**src/hdl/tcw_pkg.sv**
```systemverilog
// ----------------------------------------------------------------------------
// tcw_pkg
// Shared constants, control codes and controller/datapath types for the
// text console writer.
// ----------------------------------------------------------------------------
`default_nettype none

package tcw_pkg;

    // default screen geometry
    localparam int DEFAULT_COLS = 80;
    localparam int DEFAULT_ROWS = 25;

    // field widths of the item and result words
    localparam int OP_W         = 1;
    localparam int CHAR_W       = 8;
    localparam int READ_ROW_W   = 5;
    localparam int READ_COL_W   = 7;
    localparam int COLOR_W      = 8;
    localparam int CELL_W       = CHAR_W + COLOR_W;
    localparam int CURSOR_ROW_W = 5;
    localparam int CURSOR_COL_W = 7;

    // configuration port
    localparam int APB_ADDR_W = 3;
    localparam int APB_DATA_W = 32;
    localparam int REG_IDX_LO = 2;
    localparam logic [APB_ADDR_W-1:REG_IDX_LO] REG_TEXT_COLOR = 1'b0;

    // operations
    localparam logic [OP_W-1:0] OP_PUT  = 1'b0;
    localparam logic [OP_W-1:0] OP_READ = 1'b1;

    // cell contents
    localparam logic [CHAR_W-1:0]  BLANK_CHAR    = 8'h20;
    localparam logic [COLOR_W-1:0] DEFAULT_COLOR = 8'h0F;
    localparam int                 TAB_STEP      = 8;

    // control codes
    localparam logic [CHAR_W-1:0] CH_BS       = 8'd8;
    localparam logic [CHAR_W-1:0] CH_TAB      = 8'd9;
    localparam logic [CHAR_W-1:0] CH_LF       = 8'd10;
    localparam logic [CHAR_W-1:0] CH_CR       = 8'd13;
    localparam logic [CHAR_W-1:0] CH_PRINT_LO = 8'd32;
    localparam logic [CHAR_W-1:0] CH_PRINT_HI = 8'd127;

    // controller states
    typedef enum logic [2:0] {
        ST_CLEAR,
        ST_IDLE,
        ST_ADDR,
        ST_ACCESS,
        ST_BLANK,
        ST_DONE
    } t_state;

    // controller to datapath commands
    typedef struct packed {
        logic capture;
        logic calc_addr;
        logic access;
        logic sweep_wr;
        logic clear;
        logic load_out;
    } t_dp_cmd;

    // datapath to controller status
    typedef struct packed {
        logic scroll;
        logic sweep_last_col;
        logic sweep_last_row;
        logic out_free;
    } t_dp_sts;

endpackage

`default_nettype wire

```
**src/hdl/tcw_regs.sv**
```systemverilog
// ----------------------------------------------------------------------------
// tcw_regs
// Configuration register file: holds the text colour, written and read
// over the APB-style port.
// ----------------------------------------------------------------------------
`default_nettype none

module tcw_regs import tcw_pkg::*; (
    input  wire logic                  i_clk,
    input  wire logic                  i_rst_n,
    input  wire logic                  psel,
    input  wire logic                  penable,
    input  wire logic                  pwrite,
    input  wire logic [APB_ADDR_W-1:0] paddr,
    input  wire logic [APB_DATA_W-1:0] pwdata,
    output logic      [APB_DATA_W-1:0] prdata,
    output logic                       pready,
    output logic      [COLOR_W-1:0]    o_text_color
);

    logic               w_sel_color;
    logic [COLOR_W-1:0] r_text_color;

    // register decode on the word index
    assign w_sel_color = (paddr[APB_ADDR_W-1:REG_IDX_LO] == REG_TEXT_COLOR);

    // text colour register
    always_ff @(posedge i_clk) begin
        if (!i_rst_n) begin
            r_text_color <= DEFAULT_COLOR;
        end else if (psel && penable && pwrite && w_sel_color) begin
            r_text_color <= pwdata[COLOR_W-1:0];
        end
    end

    // read back, no wait states
    assign prdata       = w_sel_color ? APB_DATA_W'(r_text_color) : '0;
    assign pready       = 1'b1;
    assign o_text_color = r_text_color;

endmodule

`default_nettype wire

```
**config.mk**
```make
export PLATFORM = sky130hd
export DESIGN_NAME = tcw_regs
export DESIGN_NICKNAME = d
export VERILOG_FILES = /design/src/hdl/tcw_pkg.sv /design/src/hdl/tcw_regs.sv
export SDC_FILE = /design/constraint.sdc
export NUM_CORES = 1
export LEC_CHECK = 0
export BUFFER_PORTS_ARGS = -buffer_cell sky130_fd_sc_hd__clkbuf_2
export CAP_MARGIN = 20
export CORE_MARGIN = 8
export CORE_UTILIZATION = 33
export CTS_CLUSTER_SIZE = 25
export DETAILED_ROUTE_END_ITERATION = 8
export PLACE_DENSITY = 0.81
export SETUP_SLACK_MARGIN = 0.02
export SLEW_MARGIN = 20
export SYNTH_ARGS = -nofsm -noshare
export SYNTH_HDL_FRONTEND = slang
export SYNTH_SLANG_ARGS = --single-unit
```
**constraint.sdc**
```tcl
create_clock -name i_clk -period 1.45 [get_ports i_clk]
set_input_delay 0.145 -clock i_clk [delete_from_list [all_inputs] [get_ports i_clk]]
set_output_delay 0.145 -clock i_clk [all_outputs]
set_load 0.005 [all_outputs]
```
==> summary.md <==
| Metric | Value |
|---|---|
| DR pass1 iterations | `3` |
| Ranking of synthesized cells by area | `buf_4 (31%), dfxtp_1 (26%), mux2i_1 (13%)` |
| Comb pwr share | `between 10% and 20%` |
| FF-to-FF setup slack | `between 0.8 and 0.9 ns` |
| Avg Vias per Cell | `between 3 and 4` |
| CP Data Required Time | `1.31 ns` |
| Cell with the most instances after synthesis | `buf_4` |
| I/O pin cnt | `between 80 and 90` |
| Multi-input logic area | `between 300 and 400 µm²` |
| FF+latch count, synth | `8` |
| Placed cell area | `roughly 680 µm²` |
| Top cell type's share of synthesized area | `~31%` |
| Post-CTS Setup Bufs | `0` |
| Power, Total | `475.3 µW` |
| M3 GR Usage | `5.857%` |
| Worst setup EP type | `primary output` |
| Die width | `approximately 60 µm` |
| Final Hold Violating Endpoints | `0` |
| Worst skew pair latency | `about 0.24 ns` |
| Max FFs per register | `8` |
| Routed wire length | `roughly 1400 µm` |
| Final Cell Area | `between 700 and 800 µm²` |
| RSZ-0062 raised after global routing | `false` |
| Status | `finished, final reports clean` |
| EDFF count, synth | `0` |
| Cts hold-fix bufs | `0` |
| Max Slew Vio Count | `0` |
| ANT nets after route | `0` |
| DIE HEIGHT | `~60 µm` |
| CTS-repair resized insts | `0` |
| Routed len/inst | `around 12 µm` |
| TritonCTS clock tree | `yes` |
| Fmax | `slightly below 1000 MHz` |
| Routability cong. | `0.6286` |
| Clock Pin Slew Worst Setup and Hold Paths | `about 0.050 ns` |
| Num CTS Buffers | `3` |
| Top_reg_cell synth | `dfxtp_1` |
| P_int | `358.6 µW` |
| Clock period minus worst slack | `between 1 and 1.5 ns` |
| Total track usage | `7.689%` |
| Sw power | `~120 µW` |
| PortBufs | `29` |
| Final setup vio count | `0` |
| Mapped Avg Cell Area | `roughly 8.7 µm²` |
| DRC | `0` |
| Area Growth Syn to Fin | `14.75%` |
| GR Util met2 | `between 10% and 20%` |
| H-tree depth | `1` |
| Vias in the first global route | `~470` |
| Ratio of final minimum period to clock period | `about 69%` |
| Met1 usage | `under 10%` |
| Synth cell types | `10` |
| Arrival time at the worst endpoint | `0.86 ns` |
| Global route hottest layer | `met2` |
| Sequential share of the synthesized area | `a little over a quarter` |
| Via Count | `approximately 460` |
| Reg power frac | `a little under half` |
| Initial antenna violation count | `0` |
| # nets final | `between 100 and 150` |
| Mapped cell area | `just over 600 µm²` |
| Setup CP Type | `reg -> out` |
| HPWL Detailed | `1234 µm` |
| Largest net degree at the start of global routing | `17` |
| Iter 0 DRT Violations | `3` |
| Clock power share | `approximately a third` |
| Gate Count Post-Synth | `70` |
| Synth async-reset ratio | `0%` |
| Synth warn | `0` |
| Worst Clk Skew | `0 ns` |
| Max Cap Violations | `0` |
| DIE AREA | `around 0.0035 mm²` |
| Switching share of power | `roughly a quarter` |
| FP Rows | `15` |
| Post-synth top area cell | `buf_4` |
| Worst Setup Start Kind | `flop` |
| Total negative setup slack | `0 ns` |
| Clk Tree Root Cell | `clkbuf_4` |
| Share of layout cells above drive strength 1 | `between 40 and 50%` |
| Largest fanout on the critical path | `3` |
| Initial core utilization | `35.36%` |
| Global-route wire length before repair | `slightly above 2000 µm` |
| Filler instances | `just under 200` |
| Clock Path Buffers | `2` |
| CTS sink count | `8` |
| Leak | `0.3749 nW` |
| Gr ovfl total | `0` |
| Core region area | `about 0.0017 mm²` |
| Worst VDD drop | `between 0.5 and 0.6 mV` |
| Seq. cell area | `between 150 and 200 µm²` |
| Hold Crit Class | `in -> reg` |
| Diode count | `0` |
| Power Dens Cells | `678.3 mW/mm²` |
[power groups by stage]
| stage | registers, mW | logic [mW] | clock network, mW |
|---|---|---|---|
| final | 0.228 | 0.0856 | 0.161 |
| after CTS | 0.228 | 0.0840 | 0.171 |
| after global routing | 0.229 | 0.0975 | 0.179 |
| after global placement | 0.233 | 0.0805 | 0 |
| after floorplan | 0.233 | 0.0948 | 0 |
| after detailed placement | 0.233 | 0.0835 | 0 |
[placed cells by master (no fill, tap or decap)]
master,count
nor2b_1,8
clkbuf_4,3
and4b_1,1
buf_4,1
mux2i_1,8
clkbuf_2,29
conb_1,25
and2b_2,8
dfxtp_1,8
nand2_1,8
[area by class of cell]
class	count	area share [%]
Timing Repair Buffer	30	21.79
Clock buffer	3	3.214
Tap cell	25	4.464
Sequential cell	8	22.86
Multi-Input combinational cell	58	47.68
[worst paths after layout]
kind / from / endpoint / cells past startpoint
max: o_text_color[0] / prdata[0] / 2
min: pwdata[7] / o_text_color[7] / 3
max reg2reg: o_text_color[3] / o_text_color[3] / 2
min reg2reg: o_text_color[7] / o_text_color[7] / 2
[routing by layer]
metal	share of wire (%)	vias to the layer above	routed length, µm
met5	0	-	0
li1	-	228	-
met2	47	32	677
met3	17	0	241
met4	0	0	0
met1	36	196	518
[critical path, cell delays in order, from the launching register on]
cell	delay, ns
dfxtp_1	0.32
and2b_2	0.19
clkbuf_2	0.11
[logic make-up after synthesis]
kind of cell | count (synthesis) | share of synthesized area [%]
buf+inv | 27 | 33.20
mux | 8 | 13.12
simple gates | 25 | 26.23
flops | 8 | 26.23
other cells | 2 | 1.230
[through the flow]
step	setup WS, ns	hold WS [ns]	utilization (%)	instances
detailed placement	0.3941	0.3865	39.28	121
floorplan	0.6958	0.2871	-	93
global route	0.3964	0.1192	40.58	124
CTS	0.4256	0.1229	40.58	124
global placement	0.4416	0.3760	39.28	121
finish	0.4439	0.1257	40.58	124
No activity file was read; power rests on OpenSTA's default activity.
