===== src/hdl/tcw_pkg.sv =====
// ----------------------------------------------------------------------------
// tcw_pkg
// Shared constants, control codes and controller/datapath types for the
// text console writer.
// ----------------------------------------------------------------------------
`default_nettype none

package tcw_pkg;

    // default screen geometry
    localparam int DEFAULT_COLS = 80;
    localparam int DEFAULT_ROWS = 25;

    // field widths of the item and result words
    localparam int OP_W         = 1;
    localparam int CHAR_W       = 8;
    localparam int READ_ROW_W   = 5;
    localparam int READ_COL_W   = 7;
    localparam int COLOR_W      = 8;
    localparam int CELL_W       = CHAR_W + COLOR_W;
    localparam int CURSOR_ROW_W = 5;
    localparam int CURSOR_COL_W = 7;

    // configuration port
    localparam int APB_ADDR_W = 3;
    localparam int APB_DATA_W = 32;
    localparam int REG_IDX_LO = 2;
    localparam logic [APB_ADDR_W-1:REG_IDX_LO] REG_TEXT_COLOR = 1'b0;

    // operations
    localparam logic [OP_W-1:0] OP_PUT  = 1'b0;
    localparam logic [OP_W-1:0] OP_READ = 1'b1;

    // cell contents
    localparam logic [CHAR_W-1:0]  BLANK_CHAR    = 8'h20;
    localparam logic [COLOR_W-1:0] DEFAULT_COLOR = 8'h0F;
    localparam int                 TAB_STEP      = 8;

    // control codes
    localparam logic [CHAR_W-1:0] CH_BS       = 8'd8;
    localparam logic [CHAR_W-1:0] CH_TAB      = 8'd9;
    localparam logic [CHAR_W-1:0] CH_LF       = 8'd10;
    localparam logic [CHAR_W-1:0] CH_CR       = 8'd13;
    localparam logic [CHAR_W-1:0] CH_PRINT_LO = 8'd32;
    localparam logic [CHAR_W-1:0] CH_PRINT_HI = 8'd127;

    // controller states
    typedef enum logic [2:0] {
        ST_CLEAR,
        ST_IDLE,
        ST_ADDR,
        ST_ACCESS,
        ST_BLANK,
        ST_DONE
    } t_state;

    // controller to datapath commands
    typedef struct packed {
        logic capture;
        logic calc_addr;
        logic access;
        logic sweep_wr;
        logic clear;
        logic load_out;
    } t_dp_cmd;

    // datapath to controller status
    typedef struct packed {
        logic scroll;
        logic sweep_last_col;
        logic sweep_last_row;
        logic out_free;
    } t_dp_sts;

endpackage

`default_nettype wire


===== src/hdl/tcw_ctrl.sv =====
// ----------------------------------------------------------------------------
// tcw_ctrl
// Sequencer of the text console writer: reset clear sweep, per-word
// address/access/result steps and the row blanking sweep of a scroll.
// ----------------------------------------------------------------------------
`default_nettype none

module tcw_ctrl import tcw_pkg::*; (
    input  wire logic    i_clk,
    input  wire logic    i_rst_n,
    input  wire logic    i_in_valid,
    output logic         o_in_ready,
    input  wire t_dp_sts i_sts,
    output t_dp_cmd      o_cmd
);

    t_state r_state;
    t_state n_state;

    // state register
    always_ff @(posedge i_clk) begin
        if (!i_rst_n) begin
            r_state <= ST_CLEAR;
        end else begin
            r_state <= n_state;
        end
    end

    // next state
    always_comb begin
        n_state = r_state;
        unique case (r_state)
            ST_CLEAR: begin
                if (i_sts.sweep_last_col && i_sts.sweep_last_row) begin
                    n_state = ST_IDLE;
                end
            end
            ST_IDLE: begin
                if (i_in_valid) begin
                    n_state = ST_ADDR;
                end
            end
            ST_ADDR: begin
                n_state = ST_ACCESS;
            end
            ST_ACCESS: begin
                n_state = i_sts.scroll ? ST_BLANK : ST_DONE;
            end
            ST_BLANK: begin
                if (i_sts.sweep_last_col) begin
                    n_state = ST_DONE;
                end
            end
            ST_DONE: begin
                if (i_sts.out_free) begin
                    n_state = ST_IDLE;
                end
            end
            default: begin
                n_state = ST_CLEAR;
            end
        endcase
    end

    // command outputs
    always_comb begin
        o_cmd      = '0;
        o_in_ready = 1'b0;
        unique case (r_state)
            ST_CLEAR: begin
                o_cmd.sweep_wr = 1'b1;
                o_cmd.clear    = 1'b1;
            end
            ST_IDLE: begin
                o_in_ready    = 1'b1;
                o_cmd.capture = i_in_valid;
            end
            ST_ADDR: begin
                o_cmd.calc_addr = 1'b1;
            end
            ST_ACCESS: begin
                o_cmd.access = 1'b1;
            end
            ST_BLANK: begin
                o_cmd.sweep_wr = 1'b1;
            end
            ST_DONE: begin
                o_cmd.load_out = i_sts.out_free;
            end
            default: begin
                o_cmd = '0;
            end
        endcase
    end

endmodule

`default_nettype wire


===== config.mk =====
export PLATFORM = sky130hd
export DESIGN_NAME = tcw_ctrl
export DESIGN_NICKNAME = d
export VERILOG_FILES = /design/src/hdl/tcw_pkg.sv /design/src/hdl/tcw_ctrl.sv
export SDC_FILE = /design/constraint.sdc
export NUM_CORES = 1
export LEC_CHECK = 0
export ABC_AREA = 0
export BUFFER_PORTS_ARGS = -buffer_cell sky130_fd_sc_hd__buf_2
export CORE_AREA = 2 2 39 41
export CTS_CLUSTER_SIZE = 24
export DETAILED_ROUTE_END_ITERATION = 10
export DIE_AREA = 0 0 41 43
export GPL_TIMING_DRIVEN = 0
export PLACE_DENSITY = 0.38
export RECOVER_POWER = 100
export SLEW_MARGIN = 20
export SYNTH_ARGS = -nofsm -noshare
export SYNTH_HDL_FRONTEND = slang
export SYNTH_SLANG_ARGS = --single-unit
export TNS_END_PERCENT = 5

===== constraint.sdc =====
create_clock -name i_clk -period 2 [get_ports i_clk]
set_input_delay 0.1 -clock i_clk [delete_from_list [all_inputs] [get_ports i_clk]]
set_output_delay 0.1 -clock i_clk [all_outputs]
set_load 0.05 [all_outputs]

==> results of run 1 <==
## area by class of cell
type                            count  area, um2  share of cell area [%]
Inverter                            1       3.75                    1.14
Clock buffer                        4       26.3                    7.98
Sequential cell                     3       60.1                    18.3
Timing Repair Buffer               13       61.3                    18.6
Multi-Input combinational cell     19        131                    39.9
Buffer                              3       26.3                    7.98
Tap cell                           16       20.0                    6.08
## logic make-up after synthesis
family,Yosys count,synth area share (%)
AND/OR/NAND/NOR,14,39.7
flip-flops,3,27.6
AO/OA/AOI/OAI,5,18.4
buffers and inverters,4,14.4
## metal layers
metal	track usage (%)	routed length (um)	vias up
met5	0	0	-
met4	8.00	0	0
met3	4.71	19	0
met2	9.69	263	5
met1	7.69	235	100
li1	-	-	126
## cell usage in the layout, fill, tap and decap left out
| cell | count |
|---|---|
| nand3b_1 | 1 |
| o21ai_0 | 2 |
| and2_1 | 1 |
| buf_2 | 10 |
| clkbuf_4 | 3 |
| a31oi_1 | 1 |
| nor2b_1 | 1 |
| nor2_2 | 1 |
| a221oi_2 | 1 |
| inv_1 | 1 |
| and3b_2 | 2 |
| nand2_1 | 3 |
| nor2_1 | 1 |
| clkbuf_1 | 5 |
| dfxtp_1 | 3 |
| nor3b_2 | 1 |
| a22o_1 | 1 |
| nor3_1 | 2 |
| nor3b_1 | 1 |
| buf_6 | 2 |
## power groups by stage
stage	clock (W)	sequential (W)	combinational, W
final	0.000106	0.0000653	0.0000957
after global routing	0.000124	0.0000658	0.000102
after CTS	0.000110	0.0000652	0.0000996
after detailed placement	0	0.0000662	0.0000996
after global placement	0	0.0000662	0.000100
after floorplan	0	0.0000661	0.0000773
## through the flow
stage / cell area [um2] / hold slack (ns) / cells / total power [W] / worst slack [ns]
after global placement: 308 / 0.355 / 55 / 0.000166 / 0.849
after floorplan: 223 / 0.228 / 26 / 0.000143 / 0.224
after detailed placement: 308 / 0.364 / 55 / 0.000166 / 0.849
final: 329 / 0.123 / 59 / 0.000267 / 0.463
after global routing: 329 / 0.106 / 59 / 0.000292 / 0.324
after CTS: 334 / 0.121 / 59 / 0.000275 / 0.606
## final timing paths
path                                    to  slack (ns)  depth (start not counted)
worst max-delay path              o_cmd[5]        0.46                          4
worst min register to register  r_state[0]        0.66                          4
worst min-delay path            r_state[2]        0.12                          2
worst max register to register  r_state[2]        0.93                          4
## worst max-delay path, delay by kind of cell, from the launching register on
family / cells / cell delay [ns]
buffers and inverters: 2 / 0.54
DFF: 1 / 0.29
and+or+nand+nor: 2 / 0.37
==> results.toml, run 1 <==
[synth]
synth_edf_count = 0
synth-seq-cells = 3
async_flop_share_pct = 0
ys_top_cells_by_count = "dfxtp_1, nand2_1"
synth.top_cells.by_area = "dfxtp_1, buf_6, and3b_2, a221oi_2, nor3b_1"
ys_types = 17
syn_nets = 33
synth_top_area_share_pct = 27.6
syn_inst = 26
ys_seq_area_share_pct = 27.6
yosysWarnings = 0
synthFlopType = "dfxtp_1"
syn_area_um2 = 218
avgSynthCellArea_um2 = 8.37
yosys.area.top_type = "dfxtp_1"

[finish]
area_growth_pct = 51.1
fillers = 164
regMostFlops = "r_state"
n_antenna_cell = 0
largest_reg_flops = 3
fin_util_pct = 23.8
drive_gt1_share_pct = 46.5
largestRegisters = "r_state (3)"
fin_nets = 51

[cts]
post-cts-setup-buffers = 0
ctsResizeCount = 0
cts_buffer_depth = 2
numCtsBuffers = 3
cts.htree.levels = 1
insertion_delay_ns = 0.23
cts_tree = "done"
clk_pin_slew_ns = 0.04
root_buffer = "clkbuf_4"
cts_hold_buf = 0
clock-sinks = 3

[global_routing]
antenna_found_initial = 0
grt_overflow = 0
grt_pass1_vias = 213
grt_max_degree = 11
grt_pass1_wl_um = 814
grt_use_total_pct = 7.62

[floorplanning]
fp-row-count = 14
die_x_um = 41
num_io_pins = 14
dieArea_um2 = 1760
initial_core_util_pct = 15.7
core_um2 = 1380
die_h_um = 43

[power_and_ir_drop]
p_per_area_nw_per_um2 = 811
seq_power_share_pct = 24.5
swShare_pct = 37.9
p_sw_w = 0.000101
pwr-share-comb_pct = 35.8
leakagePower_nw = 0.150
peakVddDrop_v = 0.000197
p_int_w = 0.000166
clockPowerShare_pct = 39.7

[routing]
wl_um = 518
routed_via_density = 3.92
drtIter0Drc = 2
drtAntennaViolNets = 0
firstDrtPassIters = 3
via_count = 231
drc = 0
wl_per_cell_um = 8.78

[timing]
maxSlewHeadroom_pct = 60.6
hold_violations = 0
finalMaxSlewViolations = 0
rsz0062_at_grt = "no"
max_freq_mhz = 651
timing.final.crit_share_pct = 76.9
max_slew.worst_pin.slew_ns = 0.594
skew_ns = 0.00306
min_period_ns = 1.54
setup_viol = 0
fin_tns_setup_ns = 0

[critical_path]
slowest_stage = "dfxtp_1"
worstPathRequired_ns = 1.90
crit_type = "reg -> out"
timing.rr.start = "r_state[0]"
startpoint_type = "flop"
cp_cell_sequence = "clkbuf_1 -> nor3b_2 -> and2_1 -> buf_2"
cp_max_fo = 9
crit_arrival_ns = 1.44
startpoint = "r_state[0]"
cp-end-kind = "output port"
cpPeakStageDelay_ns = 0.29

[place]
place_congestion = 0.626
dp_hpwl_um = 386
io_buffers = 13

[status]
status = "finished, final reports clean"

[min_path]
hold_path_class = "in -> reg"
min_from = "i_rst_n"

[flow_run]
drv_cap = 0
Power figures use the tool's default switching activity.
==> run 2: changes to the inputs <==
==> constraint.sdc (replaced) <==
create_clock -name i_clk -period 1.5 [get_ports i_clk]
set_input_delay 0.075 -clock i_clk [delete_from_list [all_inputs] [get_ports i_clk]]
set_output_delay 0.075 -clock i_clk [all_outputs]
set_load 0.05 [all_outputs]
==> run 2 against run 1 <==
  * First-iteration DRC count rose to 3.0 times the previous value
  * Sequential share of layout area down 0.86 points
  * Clock skew shrank 0.0029 ns
  * Count of clock-buffer cells in the layout stayed put
  * Critical endpoint unchanged
==> results.toml, run 2 (same netlist as run 1, synthesis figures left out) <==
[timing]
worst_hold_slack_ns = 0.105
max_slew.worst_pin.slew_ns = 0.277
rsz0062_at_grt = "no"
hold_violations = 0
timing.final.crit_share_pct = 91.1
skew_ns = 0.000110
setup_ws_ns = 0.134
setup_viol = 0
finalMaxSlewViolations = 0
maxSlewHeadroom_pct = 81.6
max_freq_mhz = 732
fin_tns_setup_ns = 0
min_period_ns = 1.37

[finish]
fin_util_pct = 25.0
n_antenna_cell = 0
fin_nets = 51
largestRegisters = "r_state (3)"
area_growth_pct = 58.6
final_common_cell = "buf_2"
drive_gt1_share_pct = 58.1
fillers = 155
largest_reg_flops = 3
layout_common_cells = "buf_2, clkbuf_2, nand2_1, clkbuf_4, dfxtp_1"
design_area_um2 = 345
regMostFlops = "r_state"

[routing]
wl_per_cell_um = 8.37
firstDrtPassIters = 2
routed_via_density = 3.98
drc = 0
via_count = 235
drtIter0Drc = 6
wl_um = 494
drtAntennaViolNets = 0

[cts]
clk_pin_slew_ns = 0.03
clock-sinks = 3
root_buffer = "clkbuf_4"
cts.htree.levels = 1
cts_buffer_depth = 2
insertion_delay_ns = 0.23
cts_hold_buf = 0
post-cts-setup-buffers = 0
ctsResizeCount = 0
numCtsBuffers = 3
cts_tree = "done"

[place]
dp_hpwl_um = 393
place_congestion = 0.575
dp_slack_ns = 0.372
io_buffers = 13
dpl-instance-area_um2 = 319

[critical_path]
cpPeakStageDelay_ns = 0.29
cp_max_fo = 9
crit_type = "reg -> out"
startpoint_type = "flop"
cp_cell_sequence = "buf_2 -> nor3b_4 -> and2_1 -> buf_2"
cpMostUsedCell = "buf_2"
cp-end-kind = "output port"
worstPathRequired_ns = 1.42
crit_arrival_ns = 1.29
slowest_stage = "dfxtp_1"

[global_routing]
grt_max_degree = 11
antenna_found_initial = 0
grt_use_total_pct = 6.92
grt_pass1_vias = 189
grt_overflow = 0
grt_pass1_wl_um = 765

[floorplanning]
die_x_um = 41
dieArea_um2 = 1760
die_h_um = 43
core_um2 = 1380
initial_core_util_pct = 15.7
fp-row-count = 14
num_io_pins = 14

[power_and_ir_drop]
peakVddDrop_v = 0.000210
p_per_area_nw_per_um2 = 1040
leakagePower_nw = 0.160

[min_path]
hold_path_class = "in -> reg"

[status]
status = "finished, final reports clean"

[flow_run]
drv_cap = 0
-- run 2: changes by cell type in the layout (fill, tap and decap cells not counted) --
cell,before,now
buf_2,10,8
clkbuf_1,5,1
clkbuf_2,0,6
nor3b_1,1,0
nor3b_4,0,1
-- run 2: path summary, 6_finish.rpt --
kind              slack, ns        from    endpoint  cells past startpoint
setup / recovery       0.13  r_state[0]    o_cmd[5]                      4
hold / removal         0.10     i_rst_n  r_state[0]                      3
setup reg to reg       0.48  r_state[2]  r_state[0]                      4
hold reg to reg        0.60  r_state[0]  r_state[0]                      2
-- run 2: power by group --
part	internal, W	switching (W)	leakage, nW	total [W]
clock	0.0000994	0.0000379	0.0150	0.000137
sequential	0.0000857	0.00000138	0.0245	0.0000871
combinational	0.0000420	0.0000931	0.120	0.000135
-- run 2: final cells by class --
type                            instances  area (um2)  share of cell area (%)
Sequential cell                         3        60.1                    17.4
Timing Repair Buffer                   13        65.1                    18.8
Buffer                                  3        27.5                    7.97
Clock buffer                            4        26.3                    7.61
Tap cell                               16        20.0                    5.80
Inverter                                1        3.75                    1.09
Multi-Input combinational cell         19         143                    41.3
-- run 2: critical path: cells and delay by family (launching register included) --
| family | cells | cell delay [ns] |
|---|---|---|
| buffers and inverters | 2 | 0.43 |
| AND/OR/NAND/NOR | 2 | 0.34 |
| flip-flops | 1 | 0.29 |
-- run 2: layer usage --
| metal | wire (um) | global-route usage (%) | vias to the layer above |
|---|---|---|---|
| li1 | - | - | 123 |
| met5 | 0 | 0 | - |
| met3 | 50 | 3.14 | 0 |
| met1 | 227 | 8.33 | 101 |
| met4 | 0 | 8.00 | 0 |
| met2 | 216 | 7.81 | 11 |
-- run 2: metrics by stage --
stage / cells / total power (W)
2_1_floorplan: 26 / 0.000196
6_report: 59 / 0.000359
3_5_place_dp: 55 / 0.000225
5_1_grt: 59 / 0.000389
4_1_cts: 59 / 0.000370
3_3_place_gp: 55 / 0.000226
